==> config.mk <==
export PLATFORM = sky130hd
export DESIGN_NAME = command_line_tokenizer_unit
export DESIGN_NICKNAME = d
export VERILOG_FILES = /design/src/rtl/clt_pkg.sv /design/src/rtl/command_line_tokenizer_unit.sv /design/src/rtl/clt_ram.sv /design/src/rtl/clt_front.sv /design/src/rtl/clt_queue.sv /design/src/rtl/clt_back.sv
export SDC_FILE = /design/constraint.sdc
export NUM_CORES = 1
export LEC_CHECK = 0
export BUFFER_PORTS_ARGS = -buffer_cell sky130_fd_sc_hd__buf_2
export CORE_MARGIN = 3
export CORE_UTILIZATION = 40
export CTS_BUF_LIST = sky130_fd_sc_hd__clkbuf_4
export DETAILED_ROUTE_END_ITERATION = 10
export HOLD_SLACK_MARGIN = 0.12
export SLEW_MARGIN = 10
export SYNTH_ARGS = -nofsm -noshare
export SYNTH_HDL_FRONTEND = slang
export SYNTH_SLANG_ARGS = --single-unit
export TNS_END_PERCENT = 100
==> constraint.sdc <==
create_clock -name aclk -period 3.39 [get_ports aclk]
set_input_delay 0.5085 -clock aclk [delete_from_list [all_inputs] [get_ports aclk]]
set_output_delay 0.5085 -clock aclk [all_outputs]
set_load 0.1 [all_outputs]
==> src/rtl/clt_pkg.sv <==
// ============================================================================
// clt_pkg
// Shared types, character codes and defaults of the command line tokenizer.
// ============================================================================
package clt_pkg;

    localparam int TOKEN_CHARS_DEF = 32;
    localparam int MAX_ARGS_DEF    = 16;

    // widest token length over the parameter range
    localparam int LEN_W = 6;

    localparam logic [7:0] NUL_CODE     = 8'd0;
    localparam logic [7:0] NEWLINE_CODE = 8'd10;
    localparam logic [7:0] SPACE_CODE   = 8'd32;
    localparam logic [7:0] QUOTE_CODE   = 8'd34;
    localparam logic [7:0] SLASH_CODE   = 8'd47;

    typedef enum logic [2:0] {
        MODE_BETWEEN,
        MODE_AFTER_COMMENT,
        MODE_SLASH,
        MODE_COMMENT,
        MODE_WORD,
        MODE_QUOTED
    } scan_mode_t;

    typedef enum logic [1:0] {
        KIND_BYTE  = 2'd0,
        KIND_EMPTY = 2'd1,
        KIND_END   = 2'd2
    } result_kind_t;

    typedef enum logic {
        PH_TOKEN,
        PH_END
    } back_phase_t;

    typedef struct packed {
        logic             has_tok;
        logic [LEN_W-1:0] tok_len;
        logic [3:0]       arg_index;
        logic             has_end;
        logic [4:0]       arg_count;
        logic             bank;
    } run_cmd_t;

endpackage

==> src/rtl/command_line_tokenizer_unit.sv <==
// ============================================================================
// command_line_tokenizer_unit
// Streaming command line tokenizer: text items in, token result items out.
// ============================================================================
// Text is taken one byte per cycle by the scanner while the run queue has
// room; each byte that finishes one of the first MAX_ARGS tokens or a command
// queues one run. The emitter drives one result item per cycle, unless the
// sink stalls, from its single token store read port: one per kept token byte
// (one for an empty token) plus one for end of command. The scanner stalls
// only while two finished runs wait. Token bytes live in a double-buffered
// store of 2 * TOKEN_CHARS bytes, one bank filled while the other is read
// out; no clearing pass after reset.
// ============================================================================
module command_line_tokenizer_unit #(
    parameter int TOKEN_CHARS = clt_pkg::TOKEN_CHARS_DEF,
    parameter int MAX_ARGS    = clt_pkg::MAX_ARGS_DEF
) (
    input  logic        aclk,
    input  logic        aresetn,
    input  logic        s_tvalid,
    output logic        s_tready,
    input  logic [7:0]  s_tdata,   // [7:0] text_byte
    output logic        m_tvalid,
    input  logic        m_tready,
    output logic [23:0] m_tdata,   // [7:0] token_byte, [11:8] arg_index, [16:12] arg_count
    output logic        m_tlast,
    output logic [1:0]  m_tuser    // [1:0] result_kind
);

    localparam int DEPTH = 2 * TOKEN_CHARS;
    localparam int AW    = $clog2(DEPTH);

    logic              push, pop, full, head_valid;
    clt_pkg::run_cmd_t push_cmd, head_cmd;
    logic              wr_en, rd_en;
    logic [AW-1:0]     wr_addr, rd_addr;
    logic [7:0]        wr_data, rd_data;
    logic [7:0]        out_byte;
    logic [3:0]        out_index;
    logic [4:0]        out_count;

    clt_front #(
        .TOKEN_CHARS (TOKEN_CHARS),
        .MAX_ARGS    (MAX_ARGS)
    ) u_front (
        .aclk       (aclk),
        .aresetn    (aresetn),
        .in_valid   (s_tvalid),
        .in_ready   (s_tready),
        .in_byte    (s_tdata),
        .queue_full (full),
        .push       (push),
        .push_cmd   (push_cmd),
        .wr_en      (wr_en),
        .wr_addr    (wr_addr),
        .wr_data    (wr_data)
    );

    clt_ram #(
        .WIDTH (8),
        .DEPTH (DEPTH)
    ) u_store (
        .aclk    (aclk),
        .wr_en   (wr_en),
        .wr_addr (wr_addr),
        .wr_data (wr_data),
        .rd_en   (rd_en),
        .rd_addr (rd_addr),
        .rd_data (rd_data)
    );

    clt_queue u_queue (
        .aclk       (aclk),
        .aresetn    (aresetn),
        .push       (push),
        .push_cmd   (push_cmd),
        .pop        (pop),
        .head_cmd   (head_cmd),
        .head_valid (head_valid),
        .full       (full)
    );

    clt_back #(
        .TOKEN_CHARS (TOKEN_CHARS)
    ) u_back (
        .aclk       (aclk),
        .aresetn    (aresetn),
        .head_valid (head_valid),
        .head_cmd   (head_cmd),
        .pop        (pop),
        .rd_en      (rd_en),
        .rd_addr    (rd_addr),
        .rd_data    (rd_data),
        .m_valid    (m_tvalid),
        .m_ready    (m_tready),
        .m_kind     (m_tuser),
        .m_byte     (out_byte),
        .m_index    (out_index),
        .m_count    (out_count),
        .m_last     (m_tlast)
    );

    assign m_tdata = {7'd0, out_count, out_index, out_byte};

endmodule

==> src/rtl/clt_ram.sv <==
// ============================================================================
// clt_ram
// Generic single write port, single read port RAM with registered read.
// ============================================================================
module clt_ram #(
    parameter int WIDTH = 8,
    parameter int DEPTH = 64
) (
    input  logic                     aclk,
    input  logic                     wr_en,
    input  logic [$clog2(DEPTH)-1:0] wr_addr,
    input  logic [WIDTH-1:0]         wr_data,
    input  logic                     rd_en,
    input  logic [$clog2(DEPTH)-1:0] rd_addr,
    output logic [WIDTH-1:0]         rd_data
);

    logic [WIDTH-1:0] mem [DEPTH];
    logic [WIDTH-1:0] rd_data_reg;

    always_ff @(posedge aclk) begin
        if (wr_en) begin
            mem[wr_addr] <= wr_data;
        end
        if (rd_en) begin
            rd_data_reg <= mem[rd_addr];
        end
    end

    assign rd_data = rd_data_reg;

endmodule

==> src/rtl/clt_front.sv <==
// ============================================================================
// clt_front
// Scanner: classify each text item, store token bytes, queue finished runs.
// ============================================================================
module clt_front #(
    parameter int TOKEN_CHARS = clt_pkg::TOKEN_CHARS_DEF,
    parameter int MAX_ARGS    = clt_pkg::MAX_ARGS_DEF
) (
    input  logic                               aclk,
    input  logic                               aresetn,
    input  logic                               in_valid,
    output logic                               in_ready,
    input  logic [7:0]                         in_byte,
    input  logic                               queue_full,
    output logic                               push,
    output clt_pkg::run_cmd_t                  push_cmd,
    output logic                               wr_en,
    output logic [$clog2(2*TOKEN_CHARS)-1:0]   wr_addr,
    output logic [7:0]                         wr_data
);

    localparam int LW = $clog2(TOKEN_CHARS + 1);
    localparam int PW = $clog2(TOKEN_CHARS);
    localparam int CW = $clog2(MAX_ARGS + 1);
    localparam int AW = $clog2(2 * TOKEN_CHARS);

    clt_pkg::scan_mode_t mode_reg, mode_next;
    logic [LW-1:0]       tok_len_reg, tok_len_next;
    logic [CW-1:0]       arg_cnt_reg, arg_cnt_next;
    logic                bank_reg;

    logic          accept;
    logic          is_nul, is_nl, is_sep, is_slash, is_quote;
    logic [LW-1:0] len_w;
    logic [LW-1:0] flush_len;
    logic [PW-1:0] app_pos;
    logic [7:0]    app_byte;
    logic          do_flush, flush_word, do_end, do_append;
    logic          has_tok;
    logic [CW-1:0] cnt_after;

    assign in_ready = !queue_full;
    assign accept   = in_valid && !queue_full;

    assign is_nul   = (in_byte == clt_pkg::NUL_CODE);
    assign is_nl    = (in_byte == clt_pkg::NEWLINE_CODE);
    assign is_sep   = (in_byte <= clt_pkg::SPACE_CODE);
    assign is_slash = (in_byte == clt_pkg::SLASH_CODE);
    assign is_quote = (in_byte == clt_pkg::QUOTE_CODE);

    assign len_w = (mode_reg == clt_pkg::MODE_SLASH) ? LW'(1) : tok_len_reg;

    always_comb begin
        mode_next = mode_reg;
        unique case (mode_reg) inside
            clt_pkg::MODE_BETWEEN, clt_pkg::MODE_AFTER_COMMENT: begin
                if (is_nul || (is_nl && mode_reg == clt_pkg::MODE_BETWEEN)) begin
                    mode_next = clt_pkg::MODE_BETWEEN;
                end else if (is_sep) begin
                    mode_next = mode_reg;
                end else if (is_slash) begin
                    mode_next = clt_pkg::MODE_SLASH;
                end else if (is_quote) begin
                    mode_next = clt_pkg::MODE_QUOTED;
                end else begin
                    mode_next = clt_pkg::MODE_WORD;
                end
            end
            clt_pkg::MODE_SLASH: begin
                if (is_slash) begin
                    mode_next = clt_pkg::MODE_COMMENT;
                end else if (is_sep) begin
                    mode_next = clt_pkg::MODE_BETWEEN;
                end else begin
                    mode_next = clt_pkg::MODE_WORD;
                end
            end
            clt_pkg::MODE_WORD: begin
                mode_next = is_sep ? clt_pkg::MODE_BETWEEN : clt_pkg::MODE_WORD;
            end
            clt_pkg::MODE_COMMENT: begin
                if (is_nul) begin
                    mode_next = clt_pkg::MODE_BETWEEN;
                end else if (is_nl) begin
                    mode_next = clt_pkg::MODE_AFTER_COMMENT;
                end
            end
            clt_pkg::MODE_QUOTED: begin
                if (is_quote || is_nul) begin
                    mode_next = clt_pkg::MODE_BETWEEN;
                end
            end
            default: mode_next = clt_pkg::MODE_BETWEEN;
        endcase
    end

    always_comb begin
        do_flush     = 1'b0;
        flush_word   = 1'b0;
        do_end       = 1'b0;
        do_append    = 1'b0;
        app_pos      = len_w[PW-1:0];
        app_byte     = in_byte;
        tok_len_next = tok_len_reg;
        unique case (mode_reg) inside
            clt_pkg::MODE_BETWEEN, clt_pkg::MODE_AFTER_COMMENT: begin
                if (is_nul || (is_nl && mode_reg == clt_pkg::MODE_BETWEEN)) begin
                    do_end = 1'b1;
                end else if (is_sep) begin
                    do_end = 1'b0;
                end else if (is_slash) begin
                    // stage the slash in case a word follows
                    do_append = 1'b1;
                    app_pos   = '0;
                    app_byte  = clt_pkg::SLASH_CODE;
                end else if (is_quote) begin
                    tok_len_next = '0;
                end else begin
                    do_append    = 1'b1;
                    app_pos      = '0;
                    tok_len_next = LW'(1);
                end
            end
            clt_pkg::MODE_SLASH, clt_pkg::MODE_WORD: begin
                if (mode_reg == clt_pkg::MODE_SLASH && is_slash) begin
                    do_append = 1'b0;
                end else if (!is_sep) begin
                    tok_len_next = len_w;
                    if (len_w < LW'(TOKEN_CHARS)) begin
                        do_append    = 1'b1;
                        tok_len_next = len_w + LW'(1);
                    end
                end else begin
                    do_flush     = 1'b1;
                    flush_word   = 1'b1;
                    do_end       = is_nul || is_nl;
                    tok_len_next = '0;
                end
            end
            clt_pkg::MODE_COMMENT: begin
                do_end = is_nul;
            end
            clt_pkg::MODE_QUOTED: begin
                if (is_quote || is_nul) begin
                    do_flush     = 1'b1;
                    do_end       = is_nul;
                    tok_len_next = '0;
                end else if (len_w < LW'(TOKEN_CHARS)) begin
                    do_append    = 1'b1;
                    tok_len_next = len_w + LW'(1);
                end
            end
            default: do_end = 1'b0;
        endcase
    end

    assign flush_len = (flush_word && len_w >= LW'(TOKEN_CHARS)) ? '0 : len_w;
    assign has_tok   = do_flush && (arg_cnt_reg < CW'(MAX_ARGS));
    assign cnt_after = arg_cnt_reg + CW'(has_tok);

    assign arg_cnt_next = do_end ? '0 : cnt_after;

    assign push               = accept && (has_tok || do_end);
    assign push_cmd.has_tok   = has_tok;
    assign push_cmd.tok_len   = clt_pkg::LEN_W'(flush_len);
    assign push_cmd.arg_index = 4'(arg_cnt_reg);
    assign push_cmd.has_end   = do_end;
    assign push_cmd.arg_count = 5'(cnt_after);
    assign push_cmd.bank      = bank_reg;

    assign wr_en   = accept && do_append;
    assign wr_addr = AW'(app_pos) + (bank_reg ? AW'(TOKEN_CHARS) : AW'(0));
    assign wr_data = app_byte;

    always_ff @(posedge aclk) begin
        if (!aresetn) begin
            mode_reg    <= clt_pkg::MODE_BETWEEN;
            tok_len_reg <= '0;
            arg_cnt_reg <= '0;
            bank_reg    <= 1'b0;
        end else if (accept) begin
            mode_reg    <= mode_next;
            tok_len_reg <= tok_len_next;
            arg_cnt_reg <= arg_cnt_next;
            if (push) begin
                bank_reg <= !bank_reg;
            end
        end
    end

endmodule

==> src/rtl/clt_queue.sv <==
// ============================================================================
// clt_queue
// Two-entry queue of finished runs between scanner and emitter.
// ============================================================================
module clt_queue (
    input  logic              aclk,
    input  logic              aresetn,
    input  logic              push,
    input  clt_pkg::run_cmd_t push_cmd,
    input  logic              pop,
    output clt_pkg::run_cmd_t head_cmd,
    output logic              head_valid,
    output logic              full
);

    clt_pkg::run_cmd_t entry_reg [2];
    logic              wr_ptr_reg;
    logic              rd_ptr_reg;
    logic [1:0]        count_reg, count_next;

    assign head_cmd   = entry_reg[rd_ptr_reg];
    assign head_valid = (count_reg != 2'd0);
    assign full       = (count_reg == 2'd2);

    always_comb begin
        count_next = count_reg;
        if (push && !pop) begin
            count_next = count_reg + 2'd1;
        end else if (pop && !push) begin
            count_next = count_reg - 2'd1;
        end
    end

    always_ff @(posedge aclk) begin
        if (push) begin
            entry_reg[wr_ptr_reg] <= push_cmd;
        end
    end

    always_ff @(posedge aclk) begin
        if (!aresetn) begin
            wr_ptr_reg <= 1'b0;
            rd_ptr_reg <= 1'b0;
            count_reg  <= 2'd0;
        end else begin
            if (push) begin
                wr_ptr_reg <= !wr_ptr_reg;
            end
            if (pop) begin
                rd_ptr_reg <= !rd_ptr_reg;
            end
            count_reg <= count_next;
        end
    end

    a_no_push_full: assert property (@(posedge aclk) disable iff (!aresetn)
        full |-> !push)
        else $error("run pushed into full queue");

    a_no_pop_empty: assert property (@(posedge aclk) disable iff (!aresetn)
        pop |-> head_valid)
        else $error("run popped from empty queue");

    a_count_range: assert property (@(posedge aclk) disable iff (!aresetn)
        count_reg != 2'd3)
        else $error("queue count out of range");

endmodule

==> src/rtl/clt_back.sv <==
// ============================================================================
// clt_back
// Emitter: expand each queued run into result items from the token store.
// ============================================================================
module clt_back #(
    parameter int TOKEN_CHARS = clt_pkg::TOKEN_CHARS_DEF
) (
    input  logic                               aclk,
    input  logic                               aresetn,
    input  logic                               head_valid,
    input  clt_pkg::run_cmd_t                  head_cmd,
    output logic                               pop,
    output logic                               rd_en,
    output logic [$clog2(2*TOKEN_CHARS)-1:0]   rd_addr,
    input  logic [7:0]                         rd_data,
    output logic                               m_valid,
    input  logic                               m_ready,
    output logic [1:0]                         m_kind,
    output logic [7:0]                         m_byte,
    output logic [3:0]                         m_index,
    output logic [4:0]                         m_count,
    output logic                               m_last
);

    localparam int PW = $clog2(TOKEN_CHARS);
    localparam int AW = $clog2(2 * TOKEN_CHARS);

    clt_pkg::back_phase_t  phase_reg, phase_next;
    logic [PW-1:0]         pos_reg, pos_next;
    logic                  m_valid_reg, m_valid_next;
    clt_pkg::result_kind_t kind_reg, kind_next;
    logic [3:0]            index_reg, index_next;
    logic [4:0]            count_reg, count_next;
    logic                  last_reg, last_next;

    logic issue, in_tok, tok_empty, tok_done;

    assign issue     = head_valid && (!m_valid_reg || m_ready);
    assign in_tok    = (phase_reg == clt_pkg::PH_TOKEN) && head_cmd.has_tok;
    assign tok_empty = (head_cmd.tok_len == '0);
    assign tok_done  = tok_empty ||
                       (clt_pkg::LEN_W'(pos_reg) + clt_pkg::LEN_W'(1) == head_cmd.tok_len);

    always_comb begin
        phase_next = phase_reg;
        pos_next   = pos_reg;
        pop        = 1'b0;
        if (issue) begin
            if (in_tok) begin
                if (tok_done) begin
                    pos_next = '0;
                    if (head_cmd.has_end) begin
                        phase_next = clt_pkg::PH_END;
                    end else begin
                        pop = 1'b1;
                    end
                end else begin
                    pos_next = pos_reg + PW'(1);
                end
            end else begin
                phase_next = clt_pkg::PH_TOKEN;
                pop        = 1'b1;
            end
        end
    end

    always_comb begin
        kind_next  = kind_reg;
        index_next = index_reg;
        count_next = count_reg;
        last_next  = last_reg;
        rd_en      = 1'b0;
        rd_addr    = AW'(pos_reg) + (head_cmd.bank ? AW'(TOKEN_CHARS) : AW'(0));
        if (issue) begin
            if (in_tok) begin
                kind_next  = tok_empty ? clt_pkg::KIND_EMPTY : clt_pkg::KIND_BYTE;
                index_next = head_cmd.arg_index;
                count_next = '0;
                last_next  = tok_done && !head_cmd.has_end;
                rd_en      = !tok_empty;
            end else begin
                kind_next  = clt_pkg::KIND_END;
                index_next = '0;
                count_next = head_cmd.arg_count;
                last_next  = 1'b1;
            end
        end
    end

    assign m_valid_next = issue ? 1'b1 : (m_ready ? 1'b0 : m_valid_reg);

    always_ff @(posedge aclk) begin
        if (issue) begin
            kind_reg  <= kind_next;
            index_reg <= index_next;
            count_reg <= count_next;
            last_reg  <= last_next;
        end
    end

    always_ff @(posedge aclk) begin
        if (!aresetn) begin
            phase_reg   <= clt_pkg::PH_TOKEN;
            pos_reg     <= '0;
            m_valid_reg <= 1'b0;
        end else begin
            phase_reg   <= phase_next;
            pos_reg     <= pos_next;
            m_valid_reg <= m_valid_next;
        end
    end

    assign m_valid = m_valid_reg;
    assign m_kind  = kind_reg;
    assign m_byte  = (kind_reg == clt_pkg::KIND_BYTE) ? rd_data : 8'd0;
    assign m_index = index_reg;
    assign m_count = count_reg;
    assign m_last  = last_reg;

    a_end_is_last: assert property (@(posedge aclk) disable iff (!aresetn)
        m_valid_reg && kind_reg == clt_pkg::KIND_END |-> last_reg)
        else $error("end of command not marked last");

    a_pos_in_token: assert property (@(posedge aclk) disable iff (!aresetn)
        issue && in_tok && !tok_empty |-> clt_pkg::LEN_W'(pos_reg) < head_cmd.tok_len)
        else $error("read past token length");

    a_pop_shows_last: assert property (@(posedge aclk) disable iff (!aresetn)
        pop |=> m_valid_reg && last_reg)
        else $error("run retired without last item");

endmodule

=== Yosys cells after proc, flatten, opt, wreduce, memory -nomap -nowiden ===
Memories as Yosys holds them, arrays and structs flattened. A register that Yosys moved wholly into a read port is not among the register bits.
Cells that the tools add are included.

* Register bits after elaboration: 38
* Bits in writable memories: 548
* Input port bits: 12
* Output and inout bits: 29
* Memories: 2

{| class="wikitable"
|+ Memory list
! name !! depth !! width !! rd ports !! clocked after Yosys merged registers in !! write ports !! RTL line !! RTL
|-
| u_store.mem || 64 || 8 || 1 || 1 || 1 || clt_ram.sv:18 || <nowiki>logic [WIDTH-1:0] mem [DEPTH];</nowiki>
|-
| u_queue.entry_reg || 2 || 18 || 1 || 1 || 1 || clt_queue.sv:16 || <nowiki>clt_pkg::run_cmd_t entry_reg [2];</nowiki>
|}

* Add/sub/neg operators: 8
* $lt $le $gt $ge: 4
* Eq/ne operators: 20
* Muxes and demuxes: 75
* Bitwise gates (word level): 1
* Reduce and logical (&&, ||, !) cells: 42

{| class="wikitable"
|+ Operators by type and width
! kind !! count
|-
| 6-bit 2-to-1 mux || 12
|-
| 8-bit 2-to-1 mux || 5
|-
| 1-bit 2-to-1 mux || 36
|-
| 5-bit 2-to-1 mux || 7
|-
| 3-bit 2-to-1 mux || 8
|-
| 6-bit one-hot mux with 3 select lines || 1
|-
| 8-bit by 6-bit == test with 1-bit output (second input constant) || 2
|-
| 3-bit one-hot mux with 5 select lines || 1
|-
| 5-bit by 6-bit adder with 6-bit output || 2
|-
| 1-bit logical AND || 12
|-
| 2-bit inequality test (second input constant) || 6
|-
| 1-bit logical NOT || 9
|-
| 8-bit by 4-bit == test with 1-bit output (second input constant) || 1
|-
| 8-bit by 6-bit <= comparator with 1-bit output (second input constant) || 1
|-
| 8-bit logical NOT || 1
|-
| 7-bit AND reduction || 1
|-
| 5-bit by 1-bit adder with 6-bit output (second input constant) || 1
|-
| 6-bit by 1-bit adder with 6-bit output (second input constant) || 1
|-
| 3-bit by 2-bit == test with 1-bit output (second input constant) || 2
|-
| 3-bit == test (second input constant) || 2
|-
| 6-bit == test || 1
|-
| 6-bit >= comparator (second input constant) || 1
|-
| 6-bit logical NOT || 1
|-
| 1-bit logical OR || 6
|-
| other kinds (24) || 30
|}

=== Depth between registers and ports, before layout ===
* Depth after elaboration: 11
* Depth in mapped cells: 12
* Mapped depth without buffers: 11

=== Modules after synthesis ===
From an unflattened synthesis, not the netlist that was laid out.

* Cells, all modules: 1318
* Area total of the unflattened synthesis: 24269.5 sq um

{| class="wikitable"
|+ Modules (own cells, without submodules)
! module !! instances !! cells each !! area each (sq um)
|-
| clt_ram || 1 || 940 || 20246.9
|-
| clt_queue || 1 || 78 || 1521.5
|-
| clt_front || 1 || 192 || 1396.3
|-
| clt_back || 1 || 100 || 1048.5
|-
| command_line_tokenizer_unit || 1 || 8 || 56.3
|}

=== Worst setup path before layout ===
OpenSTA, ideal clock, no wires.

* Kind: register -> register
* From: register u_queue.count_reg[0]
* To: memory u_store.mem[10][0] (enable)
* Setup time: 0.383 ns
* Arrival: 3.156 ns
* Data required time: 3.007 ns
* Path slack: -0.149 ns
* Cell stages (with the launch flop): 7
* Period minus slack after synthesis: 3.539 ns
* Cells stage by stage: dfxtp_1 -> nand2b_1 -> nand2_1 -> or3_1 -> or4_1 -> clkbuf_1 -> nor3_1

* Cells in the longest elaborated chain, start to end: 6

{| class="wikitable"
|+ RTL lines
! what !! RTL line !! RTL
|-
| start, declared || clt_queue.sv:19 || <nowiki>logic [1:0] count_reg, count_next;</nowiki>
|-
| start signal, assigned || clt_queue.sv:52 || <nowiki>count_reg <= count_next;</nowiki>
|-
| 2-bit == test || clt_queue.sv:23 || <nowiki>assign full = (count_reg == 2'd2);</nowiki>
|-
| 1-bit logical NOT || n/a ||
|-
| net s_tready || command_line_tokenizer_unit.sv:21 || <nowiki>output logic s_tready,</nowiki>
|-
| 1-bit logical AND || clt_front.sv:43 || <nowiki>assign accept = in_valid && !queue_full;</nowiki>
|-
| 1-bit logical AND || clt_front.sv:171 || <nowiki>assign wr_en = accept && do_append;</nowiki>
|-
| 1-bit 2-to-1 mux || clt_ram.sv:22 || <nowiki>if (wr_en) begin</nowiki>
|-
| 1-bit 2-to-1 mux (implied by the code) || clt_ram.sv:23 || <nowiki>mem[wr_addr] <= wr_data;</nowiki>
|-
| end, declared || clt_ram.sv:18 ||
|}

The timed path passes the listed nets, and every way through them passes these cells.

=== Worst setup path in the final report ===
* From: register u_front.mode_reg[1]
* To: memory u_store.mem[32][7] (enable)

* Cells in the longest elaborated chain, start to end: 10
* Elaborated cells on any way between the ends: 27
* Those cells by class: 1 x add/sub; 1 x order compare; 4 x eq/ne; 14 x mux; 7 x reduce/logical

{| class="wikitable"
|+ RTL lines
! what !! RTL line !! RTL
|-
| start, declared || clt_front.sv:27 || <nowiki>clt_pkg::scan_mode_t mode_reg, mode_next;</nowiki>
|-
| start signal, assigned || clt_front.sv:177 || <nowiki>mode_reg <= clt_pkg::MODE_BETWEEN;</nowiki>
|-
| start signal, assigned || clt_front.sv:182 || <nowiki>mode_reg <= mode_next;</nowiki>
|-
| 3-bit by 2-bit == test with 1-bit output || clt_front.sv:51, clt_front.sv:125 ||
|-
| 6-bit 2-to-1 mux || clt_front.sv:51 || <nowiki>assign len_w = (mode_reg == clt_pkg::MODE_SLASH) ? LW'(1) : tok_len_reg;</nowiki>
|-
| 6-bit < comparator || clt_front.sv:129, clt_front.sv:148 ||
|-
| 1-bit 2-to-1 mux || clt_front.sv:129, clt_front.sv:148 ||
|-
| 1-bit 2-to-1 mux || clt_front.sv:127 || <nowiki>end else if (!is_sep) begin</nowiki>
|-
| 1-bit 2-to-1 mux || clt_front.sv:125 || <nowiki>if (mode_reg == clt_pkg::MODE_SLASH && is_slash) begin</nowiki>
|-
| 1-bit one-hot mux with 3 select lines || clt_front.sv:105 || <nowiki>unique case (mode_reg) inside</nowiki>
|-
| 1-bit logical AND || clt_front.sv:171 ||
|-
| 1-bit 2-to-1 mux || clt_ram.sv:22 ||
|-
| 1-bit 2-to-1 mux (implied by the code) || clt_ram.sv:23 ||
|}

Several ways; a longest one is shown, not always the timed one.

==> qor.yml <==
netlist_area_um2: 24200
synth_edf_count: 568
r2r_cells: 6
slew_headroom: 0.377
die_y_um: 252
cts.sinks: 595
drive_gt1_frac: 0.325
status: "complete, no violations"
antenna_found_initial: 1
stdcell_area_um2: 27800
nets: 1532
drcViolationCount: 0
grt_pass1_vias: 13300
rrSetupSlack_ns: 0.28
post_drt_wl_per_cell_um: 23.3
hp-start: "s_tdata[6]"
power_mw: 17.5
die_area_um2: 63400
finalWeightedCongestion: 0.860
grt.total_usage: 0.181
crit_start: "u_front.mode_reg[1]"
layout_commonest_cell: "edfxtp_1"
area_growth_pct: 15.0
syn_inst: 1283
ant_nets: 0
synth_ff_type: "edfxtp_1"
synth-seq-cells: 595
rr_endpoint: "u_store.mem[32][7]"
routed_wl_um: 55700
post_cts_buffers: 0
crit_path_end_kind: "flop"
tightest_slew_ns: 0.930
fin_skew_ns: 0.0541
cts_resized: 0
layout_common_cells: "edfxtp_1, clkbuf_4, mux4_2, nor2_1, buf_4"
hold_viol: 0
post_dp_cell_area_um2: 25800
core_area_um2: 59400
r2r_start: "u_front.mode_reg[1]"
min_period_over_period: 0.918
grt_max_degree: 67
clk_pin_slew_ns: 0.07
startpoint_type: "flop"
period_needed_ns: 3.11
ys_seq_area_frac: 0.729
critical_path_class: "reg -> reg"
power_leakage_nw: 8.84
drtPass1Iterations: 5
cp_max_fo: 14
hpwl_um: 34900
yosys_warnings: 0
ys_async_sr_fraction: 0
vias_per_cell: 5.45
cts_root_buffer: "clkbuf_4"
drt-initial-drc-count: 1134
hp-class: "in -> reg"
io_pins: 41
start_util: 0.407
largest_reg_flops: 512
grt_pass1_wl_um: 83700
multi_input_area_um2: 6190
drv_slew: 0
cts_tree: "done"
cts_inserted_buffers: 154
cap_violations: 0
crit_required_ns: 3.94
crit_arrival_ns: 3.66
die_w_um: 252
endpoint: "u_store.mem[32][7]"
overflow: 0
fillers: 5054
std_cell_rows: 89
vias: 13000
avgSynthCellArea_um2: 18.8
yosys.cell_types.count: 71
grt_setup_unrepaired: "no"
setup_violations: 0
tns_ns: 0
seq_area_um2: 17600
power.density_nw_per_um2: 631
max_freq_mhz: 321
clock_path_buffers: 3
clkLatencyLatePin_ns: 0.95
htree_levels: 4
portBuffers: 33
ir_drop_mv: 0.345
-- routing by layer --
layer | GRT usage | vias to the layer above | share of wire
li1 | - | 5781 | -
met1 | 0.241 | 6657 | 0.42
met2 | 0.282 | 486 | 0.49
met3 | 0.0545 | 94 | 0.070
met4 | 0.0665 | 2 | 0.025
met5 | 0.00752 | - | 0.0012
-- Yosys cell counts, drive strengths merged (6+ instances only) --
| library cell | number | area (µm²) |
|---|---|---|
| a31oi | 7 | 43.8 |
| o21ai | 23 | 123 |
| mux4 | 145 | 3270 |
| inv | 7 | 26.3 |
| mux2i | 49 | 490 |
| nand2 | 34 | 128 |
| nor2 | 103 | 387 |
| and2 | 16 | 100 |
| clkbuf | 40 | 150 |
| ha | 6 | 75.1 |
| edfxtp | 568 | 17100 |
| nor3 | 16 | 85.1 |
| mux2 | 6 | 67.6 |
| a22oi | 15 | 113 |
| or2 | 7 | 43.8 |
| nand2b | 10 | 62.6 |
| xnor2 | 6 | 52.6 |
| or3 | 7 | 43.8 |
| xor2 | 7 | 61.3 |
| dfxtp | 27 | 541 |
| a21oi | 27 | 135 |
| nor2b | 9 | 56.3 |
| a211oi | 6 | 55.1 |
| nand3 | 26 | 130 |
| buf | 40 | 213 |
-- logic make-up (layout without fill, tap and decap cells) --
group                    count (synthesis)  after routing  synth area share
adder cells (fa/ha/maj)                  6              6           0.00311
multiplexers                           200            200             0.158
other                                    1              9          0.000155
flip-flops                             595            595             0.729
AND/OR/NAND/NOR                        259            259            0.0528
AO/OA/AOI/OAI                          119            119            0.0342
XOR/XNOR                                15             15           0.00658
buffers and inverters                   88            414            0.0163
-- where the power goes --
group          internal, mW  switching [mW]  total, mW
combinational          1.23            2.10       3.34
clock                  3.06            2.77       5.83
sequential             8.25           0.102       8.35
total                  12.5            4.97       17.5
-- final cells by class --
| class | count | area share |
|---|---|---|
| clock buffer | 208 | 0.0562 |
| multi-input combinational | 606 | 0.223 |
| sequential | 595 | 0.634 |
| antenna | 2 | 0.000180 |
| timing repair buffer | 149 | 0.0413 |
| tap | 773 | 0.0348 |
| inverter | 8 | 0.00108 |
| clock inverter | 49 | 0.00991 |
-- worst min path at each step --
stage	cells after the start	to
2_1_floorplan	2	u_queue.wr_ptr_reg
3_3_place_gp	2	u_queue.rd_ptr_reg
3_5_place_dp	2	u_queue.wr_ptr_reg
4_1_cts	6	u_front.mode_reg[0]
5_1_grt	2	u_store.mem[28][6]
6_report	6	u_front.mode_reg[0]
-- what timing repair did --
| item | in CTS | in global routing |
|---|---|---|
| hold buffers | 14 | 0 |
| hold endpoints to repair | 63 | 0 |
| endpoints found under the setup margin | 0 | 0 |
-- worst max-delay path: stages (launching register included) --
cell     delay (ns)
dfxtp_1        0.57
or3b_1         0.47
and2_1         0.25
inv_2          0.14
o21ai_1        0.17
o32a_1         0.47
nor2_1         0.65
-- through the flow --
step	util	hold WS, ns	cells	worst slack (ns)
2_1_floorplan	-	0.451	1289	0.0600
3_3_place_gp	0.435	0.461	2117	0.0433
3_5_place_dp	0.435	0.469	2117	0.0965
4_1_cts	0.468	0.145	2388	0.176
5_1_grt	0.468	0.229	2389	0.0682
6_report	0.468	0.302	2390	0.277
Note: power is estimated with default switching activity, not from simulation.
